==> config.mk <==
export PLATFORM = sky130hd
export DESIGN_NAME = sonar_weighted_obstacle_avoider
export DESIGN_NICKNAME = d
export VERILOG_FILES = /design/src/rtl/core/swoa_pkg.sv /design/src/rtl/core/sonar_weighted_obstacle_avoider.sv
export SDC_FILE = /design/constraint.sdc
export NUM_CORES = 1
export LEC_CHECK = 0
export BUFFER_PORTS_ARGS = -buffer_cell sky130_fd_sc_hd__buf_2
export CAP_MARGIN = 20
export CORE_MARGIN = 2
export CORE_UTILIZATION = 25
export CTS_CLUSTER_DIAMETER = 60
export CTS_CLUSTER_SIZE = 30
export DETAILED_ROUTE_END_ITERATION = 10
export SYNTH_ARGS = -nofsm -noshare
export SYNTH_HDL_FRONTEND = slang
export SYNTH_SLANG_ARGS = --single-unit
==> constraint.sdc <==
create_clock -name clock -period 9.6 [get_ports clock]
set_clock_uncertainty 0.05 [all_clocks]
set_input_delay 1.92 -clock clock [delete_from_list [all_inputs] [get_ports clock]]
set_output_delay 1.92 -clock clock [all_outputs]
set_load 0.005 [all_outputs]
==> src/rtl/core/swoa_pkg.sv <==
`timescale 1ns / 1ps

package swoa_pkg;

   // Number of sonar sensors that take part; readings from higher indexes are ignored.
   localparam int NUM_SENSORS = 16;

   // Field and register widths.
   localparam int IndexWidth     = 4;
   localparam int ValueWidth     = 11;
   localparam int SpeedWidth     = 13;
   localparam int CfgSpeedWidth  = 12;
   localparam int ThresholdWidth = 16;
   localparam int SumWidth       = 22;
   localparam int IncWidth       = 21;
   localparam int WeightWidth    = 10;
   localparam int NearWidth      = 12;
   localparam int LimitWidth     = 28;
   localparam int CsrIndexWidth  = 2;
   localparam int CsrDataWidth   = 16;

   // Register reset values.
   localparam logic [ThresholdWidth-1:0] ThresholdReset = 16'd100;
   localparam logic [CfgSpeedWidth-1:0]  ForwardReset   = 12'd1341;
   localparam logic [CfgSpeedWidth-1:0]  TurnReset      = 12'd939;

   // Reading scale: a reading counts when 5*value is above this offset.
   localparam logic [ValueWidth-1:0] ValueMax   = 11'd1024;
   localparam logic [12:0]           NearOffset = 13'd2048;

   // Configuration register indexes.
   localparam logic [CsrIndexWidth-1:0] CSR_WEIGHT_THRESHOLD = 2'd0;
   localparam logic [CsrIndexWidth-1:0] CSR_FORWARD_SPEED    = 2'd1;
   localparam logic [CsrIndexWidth-1:0] CSR_TURN_SPEED       = 2'd2;

   // Heading state.
   typedef enum logic [1:0] {
      MODE_FORWARD    = 2'd0,
      MODE_TURN_LEFT  = 2'd1,
      MODE_TURN_RIGHT = 2'd2
   } mode_type;

   // Left wheel weight of each sensor.
   function automatic logic [WeightWidth-1:0] left_weight(input logic [IndexWidth-1:0] idx);
      logic [WeightWidth-1:0] w;
      unique case (idx)
         4'd0:    w = 10'd150;
         4'd1:    w = 10'd200;
         4'd2:    w = 10'd300;
         4'd3:    w = 10'd600;
         default: w = '0;
      endcase
      return w;
   endfunction

   // Right wheel weight of each sensor.
   function automatic logic [WeightWidth-1:0] right_weight(input logic [IndexWidth-1:0] idx);
      logic [WeightWidth-1:0] w;
      unique case (idx)
         4'd4:    w = 10'd600;
         4'd5:    w = 10'd300;
         4'd6:    w = 10'd200;
         4'd7:    w = 10'd150;
         default: w = '0;
      endcase
      return w;
   endfunction

endpackage

==> src/rtl/core/sonar_weighted_obstacle_avoider.sv <==
`timescale 1ns / 1ps

// Sonar weighted obstacle avoider. The block takes one sonar reading per clock cycle and
// weights near readings into a left and a right wheel sum. A reading flagged as the last of
// a round steps the heading machine (forward, turning left, turning right) and yields one
// transfer of wheel speeds, after which both sums restart from zero. A reading passes two
// registers: the weighted increment is registered first, then the accumulator update and the
// heading decision load the result register. The single accumulator update per cycle sets the
// rate of one reading per cycle; the input only waits while a finished result is held and a
// further round end arrives.
module sonar_weighted_obstacle_avoider #(
   parameter int NUM_SENSORS = swoa_pkg::NUM_SENSORS
) (
   input  logic                                   clock,
   input  logic                                   reset,
   // Reading channel.
   input  logic                                   req_valid,
   output logic                                   req_ready,
   input  logic [swoa_pkg::IndexWidth-1:0]        req_sensor_index,
   input  logic [swoa_pkg::ValueWidth-1:0]        req_sensor_value,
   input  logic                                   req_round_last,
   // Result channel.
   output logic                                   rsp_valid,
   input  logic                                   rsp_ready,
   output logic signed [swoa_pkg::SpeedWidth-1:0] rsp_left_speed,
   output logic signed [swoa_pkg::SpeedWidth-1:0] rsp_right_speed,
   output logic [1:0]                             rsp_heading_mode,
   // Configuration channel.
   input  logic                                   csr_valid,
   output logic                                   csr_ready,
   input  logic [swoa_pkg::CsrIndexWidth-1:0]     csr_index,
   input  logic [swoa_pkg::CsrDataWidth-1:0]      csr_data
);

   // Configuration registers.
   logic [swoa_pkg::ThresholdWidth-1:0] threshold_ff;
   logic [swoa_pkg::CfgSpeedWidth-1:0]  forward_ff;
   logic [swoa_pkg::CfgSpeedWidth-1:0]  turn_ff;

   // Increment stage.
   logic                              p_valid_ff, p_valid_in;
   logic                              p_last_ff;
   logic [swoa_pkg::IncWidth-1:0]     p_left_inc_ff, p_left_inc_in;
   logic [swoa_pkg::IncWidth-1:0]     p_right_inc_ff, p_right_inc_in;
   logic                              p_adv;

   logic [swoa_pkg::ValueWidth-1:0]   v_clamp;
   logic [12:0]                       five_v;
   logic                              near;
   logic [swoa_pkg::NearWidth-1:0]    near_m;

   // Accumulator and heading state.
   logic [swoa_pkg::SumWidth-1:0]     left_sum_ff, left_sum_in;
   logic [swoa_pkg::SumWidth-1:0]     right_sum_ff, right_sum_in;
   logic [swoa_pkg::SumWidth:0]       left_total, right_total;
   logic [swoa_pkg::SumWidth-1:0]     left_sat, right_sat;
   logic [swoa_pkg::LimitWidth-1:0]   limit;
   logic                              left_hi, right_hi;
   swoa_pkg::mode_type                mode_ff, mode_in;

   // Result register.
   logic                              rsp_valid_ff, rsp_valid_in;
   logic [swoa_pkg::SpeedWidth-1:0]   rsp_left_ff, rsp_left_in;
   logic [swoa_pkg::SpeedWidth-1:0]   rsp_right_ff, rsp_right_in;
   logic [1:0]                        rsp_mode_ff;

   // Configuration writes are always taken.
   assign csr_ready = 1'b1;

   always_ff @(posedge clock) begin
      if (reset) begin
         threshold_ff <= swoa_pkg::ThresholdReset;
         forward_ff   <= swoa_pkg::ForwardReset;
         turn_ff      <= swoa_pkg::TurnReset;
      end else if (csr_valid) begin
         if (csr_index == swoa_pkg::CSR_WEIGHT_THRESHOLD) begin
            threshold_ff <= csr_data;
         end
         if (csr_index == swoa_pkg::CSR_FORWARD_SPEED) begin
            forward_ff <= csr_data[swoa_pkg::CfgSpeedWidth-1:0];
         end
         if (csr_index == swoa_pkg::CSR_TURN_SPEED) begin
            turn_ff <= csr_data[swoa_pkg::CfgSpeedWidth-1:0];
         end
      end
   end

   // Flow control: the increment stage holds only when it carries a round end and
   // the result register is still occupied.
   assign p_adv     = p_valid_ff && !(p_last_ff && rsp_valid_ff && !rsp_ready);
   assign req_ready = !p_valid_ff || p_adv;

   // Weighted increment of the incoming reading.
   always_comb begin
      v_clamp = (req_sensor_value > swoa_pkg::ValueMax) ? swoa_pkg::ValueMax : req_sensor_value;
      five_v  = {v_clamp, 2'b00} + {2'b00, v_clamp};
      near    = (five_v > swoa_pkg::NearOffset) &&
                ({1'b0, req_sensor_index} < 5'(NUM_SENSORS));
      near_m  = near ? swoa_pkg::NearWidth'(five_v - swoa_pkg::NearOffset) : '0;
      p_left_inc_in  = swoa_pkg::IncWidth'(swoa_pkg::left_weight(req_sensor_index)) *
                       swoa_pkg::IncWidth'(near_m);
      p_right_inc_in = swoa_pkg::IncWidth'(swoa_pkg::right_weight(req_sensor_index)) *
                       swoa_pkg::IncWidth'(near_m);
      p_valid_in     = (req_valid && req_ready) || (p_valid_ff && !p_adv);
   end

   always_ff @(posedge clock) begin
      if (reset) begin
         p_valid_ff <= 1'b0;
      end else begin
         p_valid_ff <= p_valid_in;
      end
   end

   always_ff @(posedge clock) begin
      if (req_valid && req_ready) begin
         p_last_ff      <= req_round_last;
         p_left_inc_ff  <= p_left_inc_in;
         p_right_inc_ff <= p_right_inc_in;
      end
   end

   // Saturating accumulation and comparison with threshold*3072.
   always_comb begin
      left_total  = {1'b0, left_sum_ff} + (swoa_pkg::SumWidth + 1)'(p_left_inc_ff);
      right_total = {1'b0, right_sum_ff} + (swoa_pkg::SumWidth + 1)'(p_right_inc_ff);
      left_sat    = left_total[swoa_pkg::SumWidth] ? '1 : left_total[swoa_pkg::SumWidth-1:0];
      right_sat   = right_total[swoa_pkg::SumWidth] ? '1 : right_total[swoa_pkg::SumWidth-1:0];
      limit       = {2'b00, threshold_ff, 10'b0} + {1'b0, threshold_ff, 11'b0};
      left_hi     = swoa_pkg::LimitWidth'(left_sat) > limit;
      right_hi    = swoa_pkg::LimitWidth'(right_sat) > limit;
      left_sum_in  = left_sum_ff;
      right_sum_in = right_sum_ff;
      if (p_adv) begin
         left_sum_in  = p_last_ff ? '0 : left_sat;
         right_sum_in = p_last_ff ? '0 : right_sat;
      end
   end

   // Heading machine: next state.
   always_comb begin
      mode_in = mode_ff;
      if (p_adv && p_last_ff) begin
         unique case (mode_ff)
            swoa_pkg::MODE_TURN_LEFT,
            swoa_pkg::MODE_TURN_RIGHT: begin
               mode_in = (left_hi || right_hi) ? mode_ff : swoa_pkg::MODE_FORWARD;
            end
            default: begin
               priority if (left_hi) begin
                  mode_in = swoa_pkg::MODE_TURN_LEFT;
               end else if (right_hi) begin
                  mode_in = swoa_pkg::MODE_TURN_RIGHT;
               end else begin
                  mode_in = swoa_pkg::MODE_FORWARD;
               end
            end
         endcase
      end
   end

   // Heading machine: wheel speeds of the new state.
   always_comb begin
      unique case (mode_in)
         swoa_pkg::MODE_TURN_LEFT: begin
            rsp_left_in  = {1'b0, turn_ff};
            rsp_right_in = -{1'b0, turn_ff};
         end
         swoa_pkg::MODE_TURN_RIGHT: begin
            rsp_left_in  = -{1'b0, turn_ff};
            rsp_right_in = {1'b0, turn_ff};
         end
         default: begin
            rsp_left_in  = {1'b0, forward_ff};
            rsp_right_in = {1'b0, forward_ff};
         end
      endcase
      rsp_valid_in = (p_adv && p_last_ff) || (rsp_valid_ff && !rsp_ready);
   end

   always_ff @(posedge clock) begin
      if (reset) begin
         left_sum_ff  <= '0;
         right_sum_ff <= '0;
         mode_ff      <= swoa_pkg::MODE_FORWARD;
         rsp_valid_ff <= 1'b0;
      end else begin
         left_sum_ff  <= left_sum_in;
         right_sum_ff <= right_sum_in;
         mode_ff      <= mode_in;
         rsp_valid_ff <= rsp_valid_in;
      end
   end

   // Result payload loads when a round end leaves the increment stage.
   always_ff @(posedge clock) begin
      if (p_adv && p_last_ff) begin
         rsp_left_ff  <= rsp_left_in;
         rsp_right_ff <= rsp_right_in;
         rsp_mode_ff  <= mode_in;
      end
   end

   assign rsp_valid        = rsp_valid_ff;
   assign rsp_left_speed   = rsp_left_ff;
   assign rsp_right_speed  = rsp_right_ff;
   assign rsp_heading_mode = rsp_mode_ff;

endmodule

==> results of run 1 <==
worst max-delay path, delay by kind of cell:
family | cells | cell delay (ns)
xor+xnor | 1 | 0.10
simple gates | 6 | 1.26
buf+inv | 6 | 0.89
compound gates | 11 | 1.99
fa+ha+maj | 7 | 2.89
through the flow:
step	hold WS [ns]	instances	cell area [sq um]	total power [uW]	worst slack (ns)
finish	0.4029	2851	18810	2141	0.6467
global route	0.4274	2851	18810	2280	0.01035
CTS	0.4041	2848	18730	2146	0.6458
detailed placement	0.3943	2816	18130	1437	0.2156
global placement	0.3910	2815	18100	1434	0.3681
floorplan	0.3812	1936	16800	1264	0.8087
cell usage after synthesis, types with 16 or more instances:
master	count	area [sq um]
and3_1	19	118.9
inv_1	167	626.9
dfxtp_1	88	1762
nand2_1	214	803.3
nor2b_1	36	225.2
a21o_1	26	195.2
ha_1	195	2440
clkbuf_1	69	259.0
fa_1	144	2883
edfxtp_1	68	2042
xor2_1	33	289.0
xnor2_1	58	508.0
nor2_1	173	649.4
a31oi_1	18	112.6
nand3_1	69	345.3
o21ai_0	64	320.3
nor3_1	66	330.3
nand2b_1	24	150.1
a21oi_1	164	820.8
o21a_1	16	120.1
area by class of cell:
type / instances / area, sq um / area share
multi-input combinational: 1520 / 11990 / 0.6375
clock buffer: 17 / 425.4 / 0.02261
clock inverter: 15 / 175.2 / 0.009312
sequential: 156 / 3804 / 0.2022
inverter: 167 / 626.9 / 0.03332
tap: 873 / 1092 / 0.05806
timing repair buffer: 103 / 695.7 / 0.03698
routing by layer:
layer	GRT usage	part of all wire
met1	0.1697	0.50
met2	0.1856	0.44
met3	0.01656	0.043
met4	0.02965	0.016
met5	0	0
power groups by stage:
stage | Sequential, uW | Clock, uW | Combinational, uW
finish | 771 | 698 | 671
global route | 776 | 745 | 760
CTS | 771 | 718 | 658
detailed placement | 786 | 0 | 651
global placement | 786 | 0 | 649
floorplan | 775 | 0 | 489
sequential cells by signal, indices dropped and copies added, names as in the netlist:
name,cells
mode_ff,2
p_valid_ff,1
rsp_right_speed,12
turn_ff,12
p_last_ff,1
left_sum_ff,22
rsp_heading_mode,2
p_left_inc_ff,20
rsp_valid,1
forward_ff,12
rsp_left_speed,13
threshold_ff,16
p_right_inc_ff,20
right_sum_ff,22
worst min-delay path by stage:
stage	to	slack, ns	cells after the start
floorplan	forward_ff[6]$_SDFFE_PP0P_	0.38	2
global placement	forward_ff[6]$_SDFFE_PP0P_	0.39	2
detailed placement	forward_ff[7]$_SDFFE_PP0P_	0.39	2
CTS	forward_ff[7]$_SDFFE_PP0P_	0.40	2
global route	forward_ff[7]$_SDFFE_PP0P_	0.43	2
finish	forward_ff[7]$_SDFFE_PP0P_	0.40	2
layout by cell type, fill, tap and decap left out, types with 7 or more instances in the layout:
cell / netlist / routed
a31oi_1: 18 / 16
nor2_1: 173 / 172
edfxtp_1: 68 / 68
o21bai_1: 8 / 8
o21ai_0: 64 / 64
nor2b_1: 36 / 35
xnor2_1: 58 / 58
and2_1: 13 / 13
inv_1: 167 / 167
and3_1: 19 / 19
ha_1: 195 / 195
a22oi_1: 11 / 11
xor2_1: 33 / 33
inv_6: 0 / 7
buf_4: 5 / 30
a21o_1: 26 / 26
or2_2: 7 / 7
fa_1: 144 / 144
o21a_1: 16 / 16
dfxtp_1: 88 / 88
nand3b_1: 8 / 8
nand2_1: 214 / 214
clkbuf_16: 0 / 17
o211ai_1: 8 / 8
nand3_1: 69 / 69
nor3_1: 66 / 66
nand4_1: 10 / 10
a211oi_1: 8 / 8
or3_1: 9 / 9
buf_2: 13 / 68
nand2b_1: 24 / 24
a21oi_1: 164 / 164
kinds of logic (layout without fill, tap and decap cells):
family,Yosys count,count (layout)
DFF,156,156
adders and majority gates,340,340
xor gates and xnor gates,91,91
buffers and inverters,260,302
AOI/OAI and AO/OA,397,397
and+or+nand+nor,689,689
muxes,2,2
other,1,1
==> run_results.csv, run 1 <==
group,metric,value,unit
status,status,"complete, no violations",
worst_setup_path,cp-end-kind,"flip-flop",
final_layout,drive_gt1_frac,0.08948,
sta,rsz0062_at_grt,"false",
worst_setup_path,worstPathRequired,9.72,ns
clock_network,hold_buffers,0,
clock_network,cts_setup_buffers,0,
worst_setup_path,startpoint_type,"input port",
worst_setup_path,worst-r2r-cell-count,25,
global_route,antenna_found_initial,0,
detailed_routing,drcViolationCount,0,
sta,fin_setup_tns,0,ns
die,start_util,0.2515,
detailed_routing,vias,13522,
detailed_routing,detail_route.wl_per_cell,14.32,um
die,dieArea,69280,sq um
yosys,synth-edff-count,68,
flow_run,drv_cap,0,
pwr,clkPwrFrac,0.326,
pwr,p_int,1406,uW
sta,drv_slew,0,
sta,max_freq,111.7,MHz
detailed_routing,drtPass1Iterations,6,
detailed_routing,postRouteAntennaNets,0,
placement,gp_congestion,0.8813,
final_layout,layout-area-overhead-vs-synth,11.99,%
clock_network,cts_made_buffers,17,
clock_network,cts_tree,"yes",
worst_setup_path,slowest_delay,0.57,ns
worst_setup_path,cpMaxStageDelayCell,"nor2b_2",
global_route,track_usage,0.1181,
pwr,switching_power,734.2,uW
yosys,yosysWarnings,0,
worst_setup_path,endpoint,"p_left_inc_ff[20]$_DFFE_PP_",
sta,finalCritPeriodShare,0.9326,
yosys,syn_area,16800,sq um
pwr,comb_power_share,0.313,
global_route,overflow,0,
yosys,synth.distinct_cells,87,
sta,max_slew_margin,0.3172,
yosys,synth_top_family_by_area,"adder cells",
clock_network,htreeDepth,4,
yosys,syn_inst,1936,
yosys,synth_seq_cells,156,
worst_setup_path,startpoint,"req_sensor_value[10]",
final_layout,antenna_cells,0,
worst_setup_path,r2r_setup_slack,2.86,ns
global_route,grt_pass1_vias,13082,
die,core,66800,sq um
hold_path,min-delay-start,"forward_ff[7]$_SDFFE_PP0P_",
die,dieWidth,263.2,um
detailed_routing,drt_iter0_drc,944,
yosys,synthMuxAreaShare,0.001266,
global_route,grt_max_degree,69,
worst_setup_path,r2r_start,"p_left_inc_ff[1]$_DFFE_PP_",
worst_setup_path,path_class,"in -> reg",
global_route,grt_pass1_wl,67.85,mm
pwr,pwr-share-seq,0.360,
yosys,ys.flop_type,"dfxtp_1",
die,boundaryPins,70,
die,rows,95,
yosys,synthXorXnorAreaFrac,0.04745,
worst_setup_path,worst-path-max-fanout,20,
yosys,synth_compound_area_frac,0.1501,
clock_network,cts_resized,0,
yosys,synthSimpleGateAreaFrac,0.1959,
clock_network,clock_latency,0.43,ns
yosys,yosys.area_share.adder,0.3175,
sta,hold_viol_final,0,
sta,finalCriticalPeriod,8.953,ns
placement,hpwl,32.07,mm
pwr,swShare,0.3430,
hold_path,hold_class,"reg -> reg",
worst_setup_path,r2r-end,"rsp_left_speed[2]$_DFFE_PP_",
sta,setup_viol,0,
final_layout,n_fill_cell,7135,
clock_network,root_buffer,"clkbuf_16",
detailed_routing,finalWirelength,40.84,mm
pwr,cellLeakagePower,0.008672,uW
die,die_y,263.2,um
final_layout,post-route-util,0.2816,
yosys,ys_seq_area_frac,0.2264,
sta,worstMarginPinSlew,1.024,ns
clock_network,path_clk_slew,0.07,ns
yosys,syn_nets,2314,
final_layout,final_nets,2343,
yosys,postSynth.asyncResetShare,0,
pwr,irDropWorstVdd,0.0001195,V
yosys,synth.avg_cell_area,8.676,sq um
clock_network,max-clock-path-buffers,2,
detailed_routing,vias_per_cell,4.743,
clock_network,clock-sinks,156,
worst_setup_path,arrival,9.08,ns
placement,portBuffers,68,
pwr,power_density,113.8,nW/um^2
No activity file was read; power rests on OpenSTA's default activity.
==> run 2: changes to the inputs <==
Settings changed: CTS_BUF_LIST set to sky130_fd_sc_hd__clkbuf_2.
==> run_results.csv, run 2 (same netlist as run 1, synthesis figures left out) <==
group,metric,value,unit
pwr,irDropWorstVdd,0.00007198,V
worst_setup_path,cpMaxStageDelayCell,"fa_1",
clock_network,cts_setup_buffers,0,
hold_path,min_to,"forward_ff[7]$_SDFFE_PP0P_",
clock_network,max-clock-path-buffers,2,
sta,finalCriticalPeriod,8.615,ns
worst_setup_path,arrival,9.06,ns
clock_network,htreeDepth,4,
clock_network,root_buffer,"clkbuf_2",
clock_network,hold_buffers,0,
hold_path,whs_path_depth,2,
final_layout,layout-area-overhead-vs-synth,9.982,%
final_layout,final_cells,2852,
sta,drv_slew,0,
worst_setup_path,startpoint_type,"input port",
final_layout,final_cell_mix,"nand2_1, ha_1, nor2_1",
sta,hold_viol_final,0,
placement,gp_congestion,0.8813,
sta,setup_viol,0,
flow_run,drv_cap,0,
detailed_routing,drt_iter0_drc,1001,
detailed_routing,detail_route.wl_per_cell,14.27,um
worst_setup_path,worst-path-max-fanout,8,
global_route,overflow,0,
final_layout,drive_gt1_frac,0.08948,
worst_setup_path,worstPathRequired,10.04,ns
final_layout,final_nets,2343,
worst_setup_path,path_class,"in -> reg",
worst_setup_path,r2r_start,"p_left_inc_ff[1]$_DFFE_PP_",
worst_setup_path,slowest_delay,0.53,ns
sta,max_slew_margin,0.3177,
placement,portBuffers,68,
die,core,66800,sq um
die,die_y,263.2,um
detailed_routing,vias,13506,
clock_network,path_clk_slew,0.27,ns
detailed_routing,finalWirelength,40.69,mm
global_route,track_usage,0.1176,
die,boundaryPins,70,
worst_setup_path,worst-r2r-cell-count,25,
pwr,power_density,99.98,nW/um^2
clock_network,clock-sinks,156,
die,rows,95,
sta,fin_setup_tns,0,ns
hold_path,hold_class,"reg -> reg",
clock_network,cts_made_buffers,17,
detailed_routing,vias_per_cell,4.736,
die,dieArea,69280,sq um
die,start_util,0.2515,
detailed_routing,postRouteAntennaNets,0,
sta,rsz0062_at_grt,"false",
clock_network,clock_latency,0.75,ns
global_route,grt_pass1_wl,67.65,mm
detailed_routing,drcViolationCount,0,
worst_setup_path,r2r_setup_slack,2.87,ns
clock_network,cts_resized,0,
worst_setup_path,path_common_cell,"inv_1",
clock_network,cts_tree,"yes",
hold_path,min-delay-start,"forward_ff[7]$_SDFFE_PP0P_",
sta,finalCritPeriodShare,0.8974,
sta,max_freq,116.1,MHz
placement,dp.cells,2816,
pwr,cellLeakagePower,0.008533,uW
final_layout,reg_top3,"left_sum_ff (22), right_sum_ff (22)",
worst_setup_path,cp-end-kind,"flip-flop",
placement,hpwl,32.07,mm
global_route,antenna_found_initial,1,
die,dieWidth,263.2,um
global_route,grt_pass1_vias,13042,
detailed_routing,drtPass1Iterations,6,
sta,worstMarginPinSlew,1.024,ns
worst_setup_path,r2r-end,"rsp_left_speed[2]$_DFFE_PP_",
final_layout,final_common_cell,"nand2_1",
status,status,"complete, no violations",
global_route,grt_max_degree,69,
==> run 2: cell types whose count changed in the layout (fill, tap and decap cells not counted) <==
cell / change
clkbuf_16: -17
clkbuf_2: +17
diode_2: +1
==> run 2: routing by layer <==
layer	routed length (um)	track usage	vias up
li1	-	-	6715
met4	631	0.02672	0
met2	17880	0.1852	344
met3	1986	0.01824	36
met5	0	0	-
met1	20190	0.1686	6411
==> run 2: critical path, delay by kind of cell <==
kind	cells	cell delay (ns)
AOI/OAI and AO/OA	12	2.72
xor gates and xnor gates	1	0.14
adders and majority gates	8	2.82
buffers and inverters	8	0.84
and+or+nand+nor	5	0.61
==> run 2: report_power, final <==
| group | switching [uW] | total (uW) | internal [uW] | leakage [uW] |
|---|---|---|---|---|
| Clock | 273 | 404 | 131 | 0.000155 |
| Sequential | 24.8 | 772 | 747 | 0.00139 |
| Combinational | 405 | 671 | 266 | 0.00699 |
| Total | 703 | 1850 | 1140 | 0.00853 |
==> run 2: worst max path at each step <==
stage               slack (ns)                           end                 start
finish                    0.98  p_right_inc_ff[20]$_DFFE_PP_  req_sensor_value[10]
floorplan                 0.81   p_left_inc_ff[20]$_DFFE_PP_  req_sensor_value[10]
global route              0.43   p_left_inc_ff[19]$_DFFE_PP_  req_sensor_value[10]
detailed placement        0.22  p_right_inc_ff[20]$_DFFE_PP_  req_sensor_value[10]
global placement          0.37  p_right_inc_ff[20]$_DFFE_PP_  req_sensor_value[10]
CTS                       1.03  p_right_inc_ff[20]$_DFFE_PP_  req_sensor_value[10]
==> run 2: layout make-up <==
class                   count  area [sq um]
multi-input cells        1520         11990
flip-flops and latches    156          3804
inverters                 167         626.9
diodes                      1         2.502
fillers                  7182         48330
repair buffers            103         695.7
clock buffers              17         85.08
clock inverters            15         175.2
well taps                 873          1092
==> run 2: metrics by stage <==
stage	cell area (sq um)	power, uW	worst slack (ns)	hold slack, ns	utilization
2_1_floorplan	16800	1264	0.8087	0.3812	-
3_3_place_gp	18100	1434	0.3681	0.3910	0.2710
3_5_place_dp	18130	1437	0.2156	0.3943	0.2714
4_1_cts	18390	1851	1.026	0.4219	0.2753
5_1_grt	18470	1983	0.4303	0.4442	0.2766
6_report	18470	1847	0.9848	0.4209	0.2766
